## config.mk

```make
export PLATFORM = sky130hd
export DESIGN_NAME = rgb_to_yuv420_stream_unit
export DESIGN_NICKNAME = d
export VERILOG_FILES = /design/src/design/r2y420_pkg.sv /design/src/design/rgb_to_yuv420_stream_unit.sv
export SDC_FILE = /design/constraint.sdc
export NUM_CORES = 1
export LEC_CHECK = 0
export ABC_AREA = 0
export BUFFER_PORTS_ARGS = -buffer_cell sky130_fd_sc_hd__buf_2
export CAP_MARGIN = 10
export CORE_AREA = 2 2 268 270
export CTS_CLUSTER_SIZE = 16
export DETAILED_ROUTE_END_ITERATION = 6
export DIE_AREA = 0 0 270 272
export SLEW_MARGIN = 30
export SYNTH_ARGS = -nofsm -noshare
export SYNTH_HDL_FRONTEND = slang
export SYNTH_SLANG_ARGS = --single-unit
export TNS_END_PERCENT = 100
```

## constraint.sdc

```tcl
create_clock -name clk -period 7.9 [get_ports clk]
set_clock_uncertainty 0.1 [all_clocks]
set_input_delay 1.58 -clock clk [delete_from_list [all_inputs] [get_ports clk]]
set_output_delay 1.58 -clock clk [all_outputs]
set_load 0.01 [all_outputs]
```

## src/design/r2y420_pkg.sv

```systemverilog
`timescale 1ns / 1ps
// ----------------------------------------------------------------------------
// r2y420_pkg
// Shared constants and types for the RGB to YUV 4:2:0 stream converter.
// ----------------------------------------------------------------------------
package r2y420_pkg;

  localparam int COEF_FRAC_BITS = 16;
  localparam int MAX_DIM        = 4096;

  // counter and dimension widths
  localparam int CNT_W = $clog2(MAX_DIM);
  localparam int DIM_W = 13;

  localparam int PIX_W = 8;
  // sum width: pixel bits + fraction bits + headroom for three terms and sign
  localparam int SUM_W = PIX_W + COEF_FRAC_BITS + 3;

  typedef logic signed [SUM_W-1:0] sum_t;
  typedef logic [PIX_W-1:0]        pix_t;

  localparam int CFG_IDX_W = 1;
  localparam logic [CFG_IDX_W-1:0] REG_LINE_WIDTH   = 1'b0;
  localparam logic [CFG_IDX_W-1:0] REG_FRAME_HEIGHT = 1'b1;

  localparam logic [DIM_W-1:0] LINE_WIDTH_RST   = DIM_W'(640);
  localparam logic [DIM_W-1:0] FRAME_HEIGHT_RST = DIM_W'(480);
  localparam logic [DIM_W-1:0] DIM_MIN          = DIM_W'(2);
  localparam logic [DIM_W-1:0] DIM_MAX          = DIM_W'(MAX_DIM);

  // coefficients, round-half-up of thousandths scaled by 2^COEF_FRAC_BITS
  localparam int K_YR = (298 * (1 << COEF_FRAC_BITS) + 500) / 1000;
  localparam int K_YG = (612 * (1 << COEF_FRAC_BITS) + 500) / 1000;
  localparam int K_YB = (117 * (1 << COEF_FRAC_BITS) + 500) / 1000;
  localparam int K_UR = (168 * (1 << COEF_FRAC_BITS) + 500) / 1000;
  localparam int K_UG = (330 * (1 << COEF_FRAC_BITS) + 500) / 1000;
  localparam int K_UB = (498 * (1 << COEF_FRAC_BITS) + 500) / 1000;
  localparam int K_VR = (449 * (1 << COEF_FRAC_BITS) + 500) / 1000;
  localparam int K_VG = (435 * (1 << COEF_FRAC_BITS) + 500) / 1000;
  localparam int K_VB = ( 83 * (1 << COEF_FRAC_BITS) + 500) / 1000;
  localparam int CHROMA_OFS = 128 * (1 << COEF_FRAC_BITS);

  // floor to integer, clamp to 0..255
  function automatic pix_t fix_to_byte(input sum_t s);
    pix_t res;
    if (s[SUM_W-1]) begin
      res = '0;
    end else if (|s[SUM_W-2:COEF_FRAC_BITS+PIX_W]) begin
      res = '1;
    end else begin
      res = s[COEF_FRAC_BITS+PIX_W-1:COEF_FRAC_BITS];
    end
    return res;
  endfunction

endpackage

```

## src/design/rgb_to_yuv420_stream_unit.sv

```systemverilog
`timescale 1ns / 1ps
// ----------------------------------------------------------------------------
// rgb_to_yuv420_stream_unit
// RGB to YUV 4:2:0 conversion of a raster-order pixel stream.
// ----------------------------------------------------------------------------
// Takes one RGB pixel per transaction and returns one result per pixel, at a
// sustained rate of one pixel per clock while the result side does not stall, through an
// input register, then the coefficient multiply-add and clamp into the output
// register. Every result carries luma; chroma (U, V) is valid only on the
// top-left pixel of each 2x2 block, flagged in out_tuser, and is zero
// elsewhere. out_tlast marks the last pixel of a frame. Line width and frame
// height are saturated to 2..4096; write them only while the stream is idle.
// A write that leaves the position counters past the new last column or row
// makes the column wrap after the current pixel and the row at the line end.
module rgb_to_yuv420_stream_unit (
  input  logic                                  clk,
  input  logic                                  rst_n,
  // input pixels
  input  logic                                  in_tvalid,
  output logic                                  in_tready,
  input  logic [23:0]                           in_tdata,   // red, green, blue
  // results
  output logic                                  out_tvalid,
  input  logic                                  out_tready,
  output logic [23:0]                           out_tdata,  // luma, blue_diff, red_diff
  output logic                                  out_tuser,  // chroma_valid
  output logic                                  out_tlast,  // frame_end
  // configuration
  input  logic                                  cfg_we,
  input  logic [r2y420_pkg::CFG_IDX_W-1:0]      cfg_index,
  input  logic [r2y420_pkg::DIM_W-1:0]          cfg_wdata
);

  localparam int CW = r2y420_pkg::CNT_W;
  localparam int DW = r2y420_pkg::DIM_W;

  logic [DW-1:0] line_width_r, frame_height_r;
  logic [CW-1:0] col_r, col_nxt, row_r, row_nxt;
  logic [DW-1:0] w_eff, h_eff;
  logic          last_col, last_row, cvalid;
  logic          in_acc, adv_out;

  // stage 1: registered pixel and position flags
  logic                 s1_vld_r;
  r2y420_pkg::pix_t     s1_red_r, s1_green_r, s1_blue_r;
  logic                 s1_cvalid_r, s1_fend_r;

  // stage 2: output register
  logic                 out_vld_r;
  r2y420_pkg::pix_t     luma_r, udiff_r, vdiff_r;
  r2y420_pkg::pix_t     luma_nxt, udiff_nxt, vdiff_nxt;
  logic                 cvalid_r, fend_r;

  r2y420_pkg::sum_t     r_s, g_s, b_s, y_sum, u_sum, v_sum;

  // configuration registers
  always_ff @(posedge clk) begin
    if (!rst_n) begin
      line_width_r   <= r2y420_pkg::LINE_WIDTH_RST;
      frame_height_r <= r2y420_pkg::FRAME_HEIGHT_RST;
    end else if (cfg_we) begin
      case (cfg_index)
        r2y420_pkg::REG_LINE_WIDTH:   line_width_r   <= cfg_wdata;
        r2y420_pkg::REG_FRAME_HEIGHT: frame_height_r <= cfg_wdata;
        default: ;
      endcase
    end
  end

  always_comb begin
    if (line_width_r < r2y420_pkg::DIM_MIN) begin
      w_eff = r2y420_pkg::DIM_MIN;
    end else if (line_width_r > r2y420_pkg::DIM_MAX) begin
      w_eff = r2y420_pkg::DIM_MAX;
    end else begin
      w_eff = line_width_r;
    end
    if (frame_height_r < r2y420_pkg::DIM_MIN) begin
      h_eff = r2y420_pkg::DIM_MIN;
    end else if (frame_height_r > r2y420_pkg::DIM_MAX) begin
      h_eff = r2y420_pkg::DIM_MAX;
    end else begin
      h_eff = frame_height_r;
    end
  end

  assign adv_out   = !out_vld_r || out_tready;
  assign in_tready = !s1_vld_r || adv_out;
  assign in_acc    = in_tvalid && in_tready;

  // position tracking
  assign last_col = (DW'(col_r) + DW'(1)) >= w_eff;
  assign last_row = (DW'(row_r) + DW'(1)) >= h_eff;
  assign cvalid   = !col_r[0] && !row_r[0];

  always_comb begin
    col_nxt = col_r;
    row_nxt = row_r;
    if (last_col) begin
      col_nxt = '0;
      row_nxt = last_row ? '0 : row_r + CW'(1);
    end else begin
      col_nxt = col_r + CW'(1);
    end
  end

  always_ff @(posedge clk) begin
    if (!rst_n) begin
      col_r <= '0;
      row_r <= '0;
    end else if (in_acc) begin
      col_r <= col_nxt;
      row_r <= row_nxt;
    end
  end

  // stage 1
  always_ff @(posedge clk) begin
    if (!rst_n) begin
      s1_vld_r <= 1'b0;
    end else if (in_tready) begin
      s1_vld_r <= in_tvalid;
    end
  end

  always_ff @(posedge clk) begin
    if (in_acc) begin
      s1_red_r    <= in_tdata[7:0];
      s1_green_r  <= in_tdata[15:8];
      s1_blue_r   <= in_tdata[23:16];
      s1_cvalid_r <= cvalid;
      s1_fend_r   <= last_col && last_row;
    end
  end

  // color matrix
  assign r_s = r2y420_pkg::sum_t'(s1_red_r);
  assign g_s = r2y420_pkg::sum_t'(s1_green_r);
  assign b_s = r2y420_pkg::sum_t'(s1_blue_r);

  assign y_sum = r2y420_pkg::sum_t'(r2y420_pkg::K_YR) * r_s
               + r2y420_pkg::sum_t'(r2y420_pkg::K_YG) * g_s
               + r2y420_pkg::sum_t'(r2y420_pkg::K_YB) * b_s;
  assign u_sum = r2y420_pkg::sum_t'(r2y420_pkg::CHROMA_OFS)
               + r2y420_pkg::sum_t'(r2y420_pkg::K_UB) * b_s
               - r2y420_pkg::sum_t'(r2y420_pkg::K_UR) * r_s
               - r2y420_pkg::sum_t'(r2y420_pkg::K_UG) * g_s;
  assign v_sum = r2y420_pkg::sum_t'(r2y420_pkg::CHROMA_OFS)
               + r2y420_pkg::sum_t'(r2y420_pkg::K_VR) * r_s
               - r2y420_pkg::sum_t'(r2y420_pkg::K_VG) * g_s
               - r2y420_pkg::sum_t'(r2y420_pkg::K_VB) * b_s;

  assign luma_nxt  = r2y420_pkg::fix_to_byte(y_sum);
  assign udiff_nxt = s1_cvalid_r ? r2y420_pkg::fix_to_byte(u_sum) : '0;
  assign vdiff_nxt = s1_cvalid_r ? r2y420_pkg::fix_to_byte(v_sum) : '0;

  // output register
  always_ff @(posedge clk) begin
    if (!rst_n) begin
      out_vld_r <= 1'b0;
    end else if (adv_out) begin
      out_vld_r <= s1_vld_r;
    end
  end

  always_ff @(posedge clk) begin
    if (adv_out && s1_vld_r) begin
      luma_r   <= luma_nxt;
      udiff_r  <= udiff_nxt;
      vdiff_r  <= vdiff_nxt;
      cvalid_r <= s1_cvalid_r;
      fend_r   <= s1_fend_r;
    end
  end

  assign out_tvalid = out_vld_r;
  assign out_tdata  = {vdiff_r, udiff_r, luma_r};
  assign out_tuser  = cvalid_r;
  assign out_tlast  = fend_r;

endmodule

```

# [Word-level counts from Yosys, hierarchy flattened]
# Cells that the tools add are included.
[classes] multipliers=9 n_mux=9 n_addsub=12 reduce_logical=18 bitwise_logic=2 n_lt_le_gt_ge=6
[op_table] operator="multiplier 14 x 8 -> 22 bit, first input constant" count=3
[op_table] operator="multiplier 13 x 8 -> 21 bit, first input constant" count=3
[op_table] operator="two-way mux 13 bit" count=4
[op_table] operator="adder 24 x 23 -> 25 bit, first input constant" count=2
[op_table] operator="multiplier 15 x 8 -> 23 bit, first input constant" count=2
[op_table] operator="subtractor 26 x 22 -> 27 bit" count=1
[op_table] operator="subtractor 26 x 24 -> 27 bit" count=1
[op_table] operator="adder 12 x 1 -> 13 bit, second input constant" count=2
[op_table] operator="adder 25 x 21 -> 26 bit" count=1
[op_table] operator=">= comparator 13 bit" count=2
[op_table] operator="greater-than comparator 13 bit, second input constant" count=2
[op_table] operator="less-than comparator 13 x 2 -> 1 bit, second input constant" count=2
[op_table] operator="subtractor 25 x 22 -> 26 bit" count=1
[op_table] operator="subtractor 25 x 23 -> 26 bit" count=1
[op_table] operator="adder 23 x 24 -> 25 bit" count=1
[op_table] operator="adder 12 x 1 -> 12 bit, second input constant" count=2
[op_table] operator="two-way mux 12 bit" count=2
[op_table] operator="two-way mux 8 bit" count=3
[op_table] operator="multiplier 11 x 8 -> 19 bit, first input constant" count=1
[op_table] operator="OR reduction 2 bit" count=5
[op_table] operator="AND reduction 2 bit" count=3
[op_table] operator="logical AND 1 bit" count=4
[op_table] operator="zero test 1 bit" count=4
[op_table] operator="logical OR 1 bit" count=2
[op_table] operator="inverter 1 bit" count=2
[totals] out_inout_bits=28 register_bits=104 elab_cells=72 input_bits=43

# [Logic depth before layout (Yosys ltp)]
# Gate-level depths: netlist (run 1).
[logic_depth] depth_word=6 depth_mapped=33 ltp_nobuf=33

# [Least setup slack after synthesis (run 1)]
# No wires, ideal clock.
[synth_path] path_type="register to register" startpoint="register s1_red_r[5]" endpoint="register udiff_r[6] (data pin)" required_ps=7534 setup_ps=266 period_less_slack_ps=8624 stages_incl_launch_ff=33 arrival_ps=8258 path_slack_ps=-724 n_path_buf=0 cell_sequence="edfxtp_1 -> ha_1 -> ha_1 -> inv_1 -> fa_1 -> fa_1 -> inv_1 -> ha_1 -> a21oi_1 -> nor2b_1 -> o21a_1 -> nor2_1 -> xnor2_1 -> fa_1 -> fa_1 -> fa_1 -> inv_1 -> fa_1 -> ha_1 -> ha_1 -> a21o_1 -> a21o_1 -> a21oi_1 -> nand2b_1 -> nand2_1 -> nor2_1 -> xnor2_1 -> ha_1 -> and2_1 -> o21ai_0 -> o2111ai_4 -> a211oi_4 -> a21oi_1"
[synth_via] elab_chain_cells=5 elab_cells_between_ends=6 classes_between="add/sub (2); mul (1); mux (1); reduce/logical (2)"
[synth_rtl] element="start, declared" line_no="rgb_to_yuv420_stream_unit.sv:45" source="r2y420_pkg::pix_t s1_red_r, s1_green_r, s1_blue_r;"
[synth_rtl] element="start signal, assigned" line_no="rgb_to_yuv420_stream_unit.sv:128" source="s1_red_r <= in_tdata[7:0];"
[synth_rtl] element="multiplier 13 x 8 -> 21 bit (*)" line_no="rgb_to_yuv420_stream_unit.sv:146" source="- r2y420_pkg::sum_t'(r2y420_pkg::K_UR) * r_s"
[synth_rtl] element="subtractor 25 x 22 -> 26 bit (*)" line_no="rgb_to_yuv420_stream_unit.sv:146"
[synth_rtl] element="subtractor 26 x 24 -> 27 bit (*)" line_no="rgb_to_yuv420_stream_unit.sv:147" source="- r2y420_pkg::sum_t'(r2y420_pkg::K_UG) * g_s;"
[synth_rtl] element="OR reduction 2 bit" line_no="r2y420_pkg.sv:48" source="end else if (|s[SUM_W-2:COEF_FRAC_BITS+PIX_W]) begin"
[synth_rtl] element="two-way mux 8 bit" line_no="r2y420_pkg.sv:48"
[synth_rtl] element="end signal, assigned" line_no="rgb_to_yuv420_stream_unit.sv:169" source="udiff_r <= udiff_nxt;"
[synth_rtl] element="end, declared" line_no="rgb_to_yuv420_stream_unit.sv:50" source="r2y420_pkg::pix_t luma_r, udiff_r, vdiff_r;"
# Mark *: on every way between the ends. The rest lies on a longest branch, timed or not.
# A chain may end at the register's enable or synchronous reset.

# [Worst setup path in the final report (run 1)]
[layout_path] startpoint="register s1_red_r[5]" endpoint="register udiff_r[3] (data pin)"
# Same word-level chain as after synthesis.

==> results of run 1 <==
==> layer usage <==
metal | track usage (%) | part of all wire (%) | up-vias
li1 | - | - | 9542
met1 | 22.3 | 44 | 8852
met2 | 30.3 | 46 | 279
met3 | 3.49 | 4.3 | 94
met4 | 8.77 | 5.4 | 0
met5 | 0 | 0 | -
==> sequential cells by signal (all words and copies together) (netlist names) <==
| name | flops |
|---|---|
| col_r | 12 |
| s1_vld_r | 1 |
| s1_blue_r | 8 |
| vdiff_r | 8 |
| row_r | 12 |
| out_tlast | 1 |
| udiff_r | 8 |
| frame_height_r | 13 |
| s1_fend_r | 1 |
| line_width_r | 13 |
| s1_cvalid_r | 1 |
| out_tvalid | 1 |
| luma_r | 8 |
| out_tuser | 1 |
| s1_green_r | 8 |
| s1_red_r | 8 |
==> timing repair <==
action	CTS	global route
setup endpoints to repair	13	24
pin swaps	7	21
gates resized for setup	19	45
hold buffers	0	0
endpoints found under the hold margin	0	0
setup buffers	7	19
==> metrics by stage <==
stage          std cells  util [%]  TNS (ps)  instance area, µm²
2_1_floorplan       2623         -      -533               24700
3_3_place_gp        3810      38.9     -1900               27500
3_5_place_dp        3810      38.9     -2400               27500
4_1_cts             3833      39.6     -1920               28000
5_1_grt             3852      40.1     -4330               28400
6_report            3852      40.1     -2160               28400
==> cell families after synthesis <==
group	count (synthesis)	share of synthesized area, %
AOI/OAI and AO/OA	496	13.9
xor gates and xnor gates	187	6.70
adders and majority gates	821	50.4
buffers and inverters	449	6.92
DFF	104	10.6
muxes	1	0.0409
and+or+nand+nor	565	11.4
==> placed cells by master (no fill, tap or decap), types with 13 or more instances in the layout <==
master | netlist | routed
o21ai_0 | 80 | 75
nor2_1 | 96 | 93
inv_1 | 431 | 427
a21o_1 | 52 | 52
edfxtp_1 | 52 | 52
a21oi_1 | 139 | 120
and3_1 | 32 | 31
xor2_1 | 69 | 67
o21ai_1 | 13 | 16
nand3_1 | 54 | 54
o21bai_1 | 28 | 26
nor2b_1 | 26 | 24
buf_2 | 0 | 70
ha_1 | 548 | 524
nand2_1 | 182 | 181
ha_4 | 0 | 21
nand4_1 | 13 | 13
a211oi_1 | 18 | 18
a21boi_0 | 36 | 35
or2_2 | 15 | 15
xnor2_1 | 118 | 114
dfxtp_1 | 52 | 52
nand2b_1 | 33 | 32
nor3_1 | 49 | 48
fa_1 | 273 | 271
or3_1 | 13 | 13
o21a_1 | 26 | 26
buf_4 | 1 | 207
a21oi_2 | 0 | 18
==> cell type report <==
class	instances	area, µm²
fillers	7087	42400
multi-input cells	2070	20700
flip-flops and latches	104	2600
repair buffers	281	1960
inverters	431	1620
well taps	950	1190
clock buffers	9	225
clock inverters	7	80.1
==> worst max-delay path, delay by kind of cell (launching register included) <==
kind	cells	cell delay (ps)
compound gates	9	1270
xor+xnor	2	330
fa+ha+maj	12	4630
buf+inv	4	180
flops	1	490
simple gates	5	1060
==> Yosys cell counts (all sizes together) (3+ instances only) <==
master,n,share of area (%)
nand4,13,0.33
o21bai,28,0.86
ha,548,28
o311a,3,0.12
o41ai,5,0.27
nor2,96,1.5
o311ai,3,0.18
a31oi,15,0.41
a21o,52,1.6
a31o,5,0.18
clkbuf,17,0.28
edfxtp,52,6.4
xnor2,118,4.2
nand4b,10,0.36
nor4,9,0.23
nand3b,5,0.15
a41o,3,0.12
o31a,3,0.14
nor2b,27,0.72
or2,15,0.38
o2111ai,6,0.29
a211oi,20,0.69
a21oi,140,2.9
and3,33,0.85
or3,14,0.38
and2,10,0.26
o22ai,4,0.10
and4,5,0.18
dfxtp,52,4.3
a21boi,36,1.1
o211a,4,0.16
nand3,54,1.1
o31ai,5,0.15
a2111oi,8,0.47
nor3,49,1.0
nand2,183,2.8
xor2,69,2.5
inv,431,6.6
o21ai,94,2.0
fa,273,22
a211o,8,0.29
nand2b,34,0.90
o21a,28,0.90
o211ai,10,0.33
==> worst paths after layout <==
check                           slack [ps]  depth (start not counted)         end         from
worst max register to register        -310                         32  udiff_r[3]  s1_red_r[5]
worst min-delay path                   340                          0   out_tlast    s1_fend_r
worst min register to register         340                          0   out_tlast    s1_fend_r
worst max-delay path                  -310                         32  udiff_r[3]  s1_red_r[5]
==> impl_metrics.yaml, run 1 <==
global_routing:
  overflow: 0
  antenna_found_initial: 0
  globalRouteTotalUtil_pct: 18.1
  grt_pass1_wl_mm: 104
  grt_pass1_vias: 19300
  grt_start_max_net_pins: 43
timing:
  final-hold-violation-count: 0
  min_period_ps: 8210
  setup_ws_ps: -307
  tightest_slew_ps: 867
  max_freq_mhz: 122
  finalCritPeriodShare_pct: 104
  whs_ps: 339
  rsz0062_at_grt: "true"
  slew_headroom_pct: 42.1
  setup_viol: 8
  slew_viol_final: 0
logic_synthesis:
  yosys_warnings: 0
  synth-seq-cells: 104
  async_flop_share_pct: 0
  synth_edf_count: 52
  syn_nets: 3487
  synth_area_um2: 24400
  synthDistinctLibCells: 86
  avgSynthCellArea_um2: 9.32
  synth_flop_cell: "edfxtp_1"
  ys_seq_area_share_pct: 10.6
  syn_inst: 2623
die:
  start_util_pct: 34.6
  dieWidth_um: 270
  dieArea_um2: 73400
  ioPinCount: 71
  die_h_um: 272
  core_um2: 70800
  num_rows: 98
critical_path:
  cp_common_cell: "fa_1"
  cpMaxStageDelayCell: "fa_1"
  cp_max_fo: 7
  crit_type: "flip-flop to flip-flop"
  cp.required_ps: 8060
  cp-end-kind: "flip-flop"
  cpPeakStageDelay_ps: 550
  crit_path_start_kind: "flip-flop"
  worst_ep_arrival_time_ps: 8360
clock_tree:
  cts_sinks: 104
  cts_max_level: 3
  clk_pin_slew_ps: 90
  cts_root_buffer: "clkbuf_16"
  clk_path_buf_depth: 2
  insertion_delay_ps: 400
  cts_tree: "built"
  numCtsBuffers: 9
drt:
  via_per_inst: 4.87
  wl_per_cell_um: 16.8
  num_vias: 18800
  postRouteAntennaNets: 0
  wl_mm: 64.8
  drtIter0Drc: 856
  drt-pass1-iter-count: 5
  drc: 0
place:
  pre_cts_slack_ps: -336
  dp_hpwl_mm: 56.8
  numPortBuffers: 70
  gp_congestion: 0.942
worst_hold_path:
  worstHoldPathType: "flip-flop to flip-flop"
status:
  outcome: "finished, violations left"
  failed_checks: "negative setup slack"
finish:
  post_route_cells_drive_above_1_share_pct: 14.6
  antenna_cells: 0
  area_growth_pct: 16.1
  fin_nets: 3761
run:
  maxCapViolCount: 0
Power of run 1 is left out: the tool's default activity adds up to more than one toggle a clock period on the data nets, which glitch-free logic cannot reach.
==> run 2, diff against run 1 <==
- PLACE_DENSITY: not set -> 0.57
==> run 2 against run 1 <==
  * Wire length grew 2.5%
  * Critical path type unchanged
  * Via count grew 1.3%
  * The flow still finishes with violations (negative setup slack)
  * Final cell count grew 0.65%
  * Die area is the same
  * Design area grew 1.1%
  * Clock-buffer cell count is the same
  * Hold slack lost 2.3 ps
  * Fmax grew 1.3%
  * Non-clock buffer count grew 25
  * Sequential share of layout area shrank 0.096 points
==> impl_metrics.yaml, run 2 (same netlist as run 1, synthesis figures left out) <==
clock_tree:
  clk_path_buf_depth: 2
  cts_sinks: 104
  cts_max_level: 3
  hold_buffers: 0
  numCtsBuffers: 9
  cts_tree: "built"
  insertion_delay_ps: 400
  cts_root_buffer: "clkbuf_16"
  clk_pin_slew_ps: 80
die:
  start_util_pct: 34.6
  num_rows: 98
  core_um2: 70800
  ioPinCount: 71
  dieArea_um2: 73400
  die_h_um: 272
  dieWidth_um: 270
timing:
  setup_viol: 8
  tightest_slew_ps: 920
  slew_headroom_pct: 38.2
  finalCritPeriodShare_pct: 103
  final-hold-violation-count: 0
  slew_viol_final: 0
  min_period_ps: 8100
  setup_tns_ps: -1300
  setup_ws_ps: -200
  whs_ps: 336
  rsz0062_at_grt: "true"
  max_freq_mhz: 123
place:
  dp_hpwl_mm: 58.1
  gp_congestion: 0.958
  numPortBuffers: 70
status:
  failed_checks: "negative setup slack"
  outcome: "finished, violations left"
critical_path:
  cpPeakStageDelay_ps: 520
  path_delay_family: "adder cells"
  worst_ep_arrival_time_ps: 8160
  cp.required_ps: 7960
  cp-end-kind: "flip-flop"
  cpMaxStageDelayCell: "fa_1"
  cp_common_cell: "fa_1"
  worstRegToRegCells: 33
  crit_path_start_kind: "flip-flop"
  path_depth: 33
  crit_type: "flip-flop to flip-flop"
  crit_buf_inv: 5
  cp_max_fo: 3
finish:
  antenna_cells: 0
  final_cell_mix: "ha_1 (515), inv_1 (426), fa_1 (271)"
  nFillCells: 7085
  top_regs: "frame_height_r (13), line_width_r (13)"
  area_growth_pct: 17.3
  fin_nets: 3786
  final_common_cell: "ha_1"
  post_route_cells_drive_above_1_share_pct: 15.8
global_routing:
  grt_start_max_net_pins: 43
  grt_pass1_vias: 19700
  globalRouteTotalUtil_pct: 18.6
  overflow: 0
  grt_pass1_wl_mm: 107
  antenna_found_initial: 0
drt:
  wl_per_cell_um: 17.1
  drtIter0Drc: 851
  drc: 0
  via_per_inst: 4.90
  drt-pass1-iter-count: 5
  postRouteAntennaNets: 0
  num_vias: 19000
  wl_mm: 66.4
worst_hold_path:
  worstHoldPathType: "flip-flop to flip-flop"
  hold_depth: 0
run:
  maxCapViolCount: 0
-- run 2: worst paths after layout --
kind	from	to	slack, ps
worst max-delay path	s1_red_r[2]	udiff_r[6]	-200
worst min register to register	s1_fend_r	out_tlast	340
worst min-delay path	s1_fend_r	out_tlast	340
worst max register to register	s1_red_r[2]	udiff_r[6]	-200
-- run 2: timing repair --
action                     in CTS  in global routing
setup buffers                  13                 17
setup endpoints to repair       8                 24
gates resized for setup        33                 51
pin swaps                      19                 37
-- run 2: through the flow --
stage	area (µm²)	std cells	util (%)	setup WS, ps
after floorplan	24700	2623	-	-77.4
after global placement	27700	3830	39.1	-351
after detailed placement	27700	3831	39.1	-403
after CTS	28300	3860	40.0	-203
after global routing	28700	3877	40.5	-485
final	28700	3877	40.5	-200
-- run 2: final cells by class --
type	count	area (µm²)	area share [%]
Multi-Input combinational cell	2070	20800	72.6
Sequential cell	104	2600	9.07
Clock buffer	9	225	0.785
Timing Repair Buffer	306	2150	7.49
Inverter	431	1620	5.65
Clock inverter	7	82.6	0.288
Tap cell	950	1190	4.14
-- run 2: metal layers --
layer / vias to the layer above / track usage, % / share of wire (%)
met5: - / 0 / 0
met4: 0 / 6.48 / 3.5
met3: 67 / 2.20 / 2.8
met2: 228 / 32.8 / 49
met1: 9125 / 23.4 / 45
li1: 9582 / - / -
-- run 2: worst register-to-register path: cells and delay by family, from the launching register on --
kind	cells	cell delay, ps
XOR/XNOR	3	450
AND/OR/NAND/NOR	5	1050
adder cells (fa/ha/maj)	12	4380
flip-flops	1	480
AO/OA/AOI/OAI	8	990
buffers and inverters	5	400
Power of run 2 is left out for the same reason.
==> run 3, diff against run 2 <==
- CORE_AREA: 2 2 268 270 -> 2 2 240 301
- DIE_AREA: 0 0 270 272 -> 0 0 242 303
- SLEW_MARGIN: 30 -> 20
==> run 3 against run 2 <==
  * The run still ends with negative setup slack left
  * Via count fell by 1.0%
  * Flip-flop and latch count did not move
  * First-iteration DRC count fell by 14%
  * Sequential share of layout area rose by 0.078 points
  * Final cell count fell by 0.95%
  * Core utilization fell by 0.13 points
  * Non-clock buffer count fell by 31
  * Wire length fell by 0.18%
  * Design area fell by 0.86%
  * Critical path depth did not move
  * Worst setup slack improved by 55 ps
  * Global-route usage rose by 0.13 points
  * Critical path type unchanged
==> impl_metrics.yaml, run 3 (same netlist as run 1, synthesis figures left out) <==
die:
  dieWidth_um: 242
  num_rows: 109
  start_util_pct: 34.7
  core_um2: 70400
  die_h_um: 303
  ioPinCount: 71
  dieArea_um2: 73300
place:
  dp_hpwl_mm: 58.8
  gp_congestion: 0.986
  pre_cts_slack_ps: -252
  numPortBuffers: 70
clock_tree:
  cts_root_buffer: "clkbuf_16"
  cts_tree: "built"
  insertion_delay_ps: 420
  cts_max_level: 3
  cts_sinks: 104
  hold_buffers: 0
  clk_pin_slew_ps: 100
  numCtsBuffers: 9
  clk_path_buf_depth: 2
critical_path:
  worstRegToRegCells: 33
  cp_max_fo: 7
  crit_type: "flip-flop to flip-flop"
  cp_common_cell: "fa_1"
  r2r-start: "s1_red_r[2]"
  cp.required_ps: 8070
  r2r-end: "udiff_r[6]"
  cpPeakStageDelay_ps: 520
  r2r_setup_slack_ps: -140
  cpMaxStageDelayCell: "fa_1"
  cp-end-kind: "flip-flop"
  crit_path_start_kind: "flip-flop"
  worst_ep_arrival_time_ps: 8210
finish:
  fin_nets: 3755
  top_regs: "frame_height_r (13), line_width_r (13)"
  final_common_cell: "ha_1"
  area_growth_pct: 16.3
  nFillCells: 7135
  final_cell_mix: "ha_1 (517), inv_1 (426), fa_1 (271)"
  post_route_cells_drive_above_1_share_pct: 14.7
drt:
  via_per_inst: 4.90
  wl_mm: 66.3
  drc: 0
  num_vias: 18800
  postRouteAntennaNets: 0
  drt-pass1-iter-count: 4
  wl_per_cell_um: 17.3
  drtIter0Drc: 730
global_routing:
  grt_start_max_net_pins: 43
  overflow: 0
  globalRouteTotalUtil_pct: 18.7
  antenna_found_initial: 1
  grt_pass1_vias: 19700
  grt_pass1_wl_mm: 106
timing:
  setup_viol: 8
  min_period_ps: 8040
  setup_ws_ps: -144
  rsz0062_at_grt: "true"
  finalCritPeriodShare_pct: 102
  final-hold-violation-count: 0
  max_freq_mhz: 124
  slew_headroom_pct: 31.2
  tightest_slew_ps: 1030
  slew_viol_final: 0
  setup_tns_ps: -898
status:
  outcome: "finished, violations left"
  failed_checks: "negative setup slack"
worst_hold_path:
  hold_depth: 0
  hold_start: "s1_fend_r"
  worstHoldPathType: "flip-flop to flip-flop"
  whs_endpoint: "out_tlast"
run:
  maxCapViolCount: 0
[run 3: changes by cell type in the layout (fill, tap and decap cells not counted), sizes merged]
cell / before / now
inv: 435 / 436
buf: 306 / 275
diode: 0 / 1
clkinvlp: 1 / 0
[run 3: final cells by class]
cell class                 instances  area, µm²  area share [%]
antenna                            1       2.50         0.00880
clock buffer                       9        225           0.792
clock inverter                     7       98.8           0.348
inverter                         431       1620            5.70
multi-input combinational       2070      20800            73.1
sequential                       104       2600            9.15
tap                              943       1180            4.15
timing repair buffer             275       1910            6.71
[run 3: metrics by stage]
stage	util, %	cell area, µm²	hold WS, ps	cells
2_1_floorplan	-	24700	300	2623
3_3_place_gp	39.0	27500	309	3797
3_5_place_dp	39.0	27500	319	3797
4_1_cts	40.0	28100	348	3831
5_1_grt	40.4	28400	350	3839
6_report	40.4	28400	349	3840
[run 3: routing by layer]
layer / wire, µm / track usage [%] / up-vias
met5: 0 / 0 / -
met4: 3180 / 8.48 / 0
met3: 1050 / 1.57 / 91
met2: 35300 / 36.3 / 200
met1: 26800 / 20.7 / 9019
li1: - / - / 9502
[run 3: worst max path at each step]
stage,start,end,slack [ps],cells past startpoint
after floorplan,s1_red_r[5],udiff_r[0],-80,30
after global placement,s1_red_r[3],udiff_r[0],-180,32
after detailed placement,s1_red_r[2],udiff_r[0],-250,30
after CTS,s1_red_r[5],udiff_r[3],-170,32
after global routing,s1_red_r[2],udiff_r[6],-430,33
final,s1_red_r[2],udiff_r[6],-140,33
[run 3: repair_timing]
action,in CTS,in global routing
pin swaps,37,24
gates resized for setup,32,47
buffers inserted,18,9
setup endpoints to repair,9,16
[run 3: worst max-delay path, delay by kind of cell (launching register included)]
family	cells	cell delay, ps
adder cells (fa/ha/maj)	12	4450
flip-flops	1	430
XOR/XNOR	2	290
buffers and inverters	5	310
AO/OA/AOI/OAI	9	1270
AND/OR/NAND/NOR	5	1050
Power of run 3 is left out for the same reason.
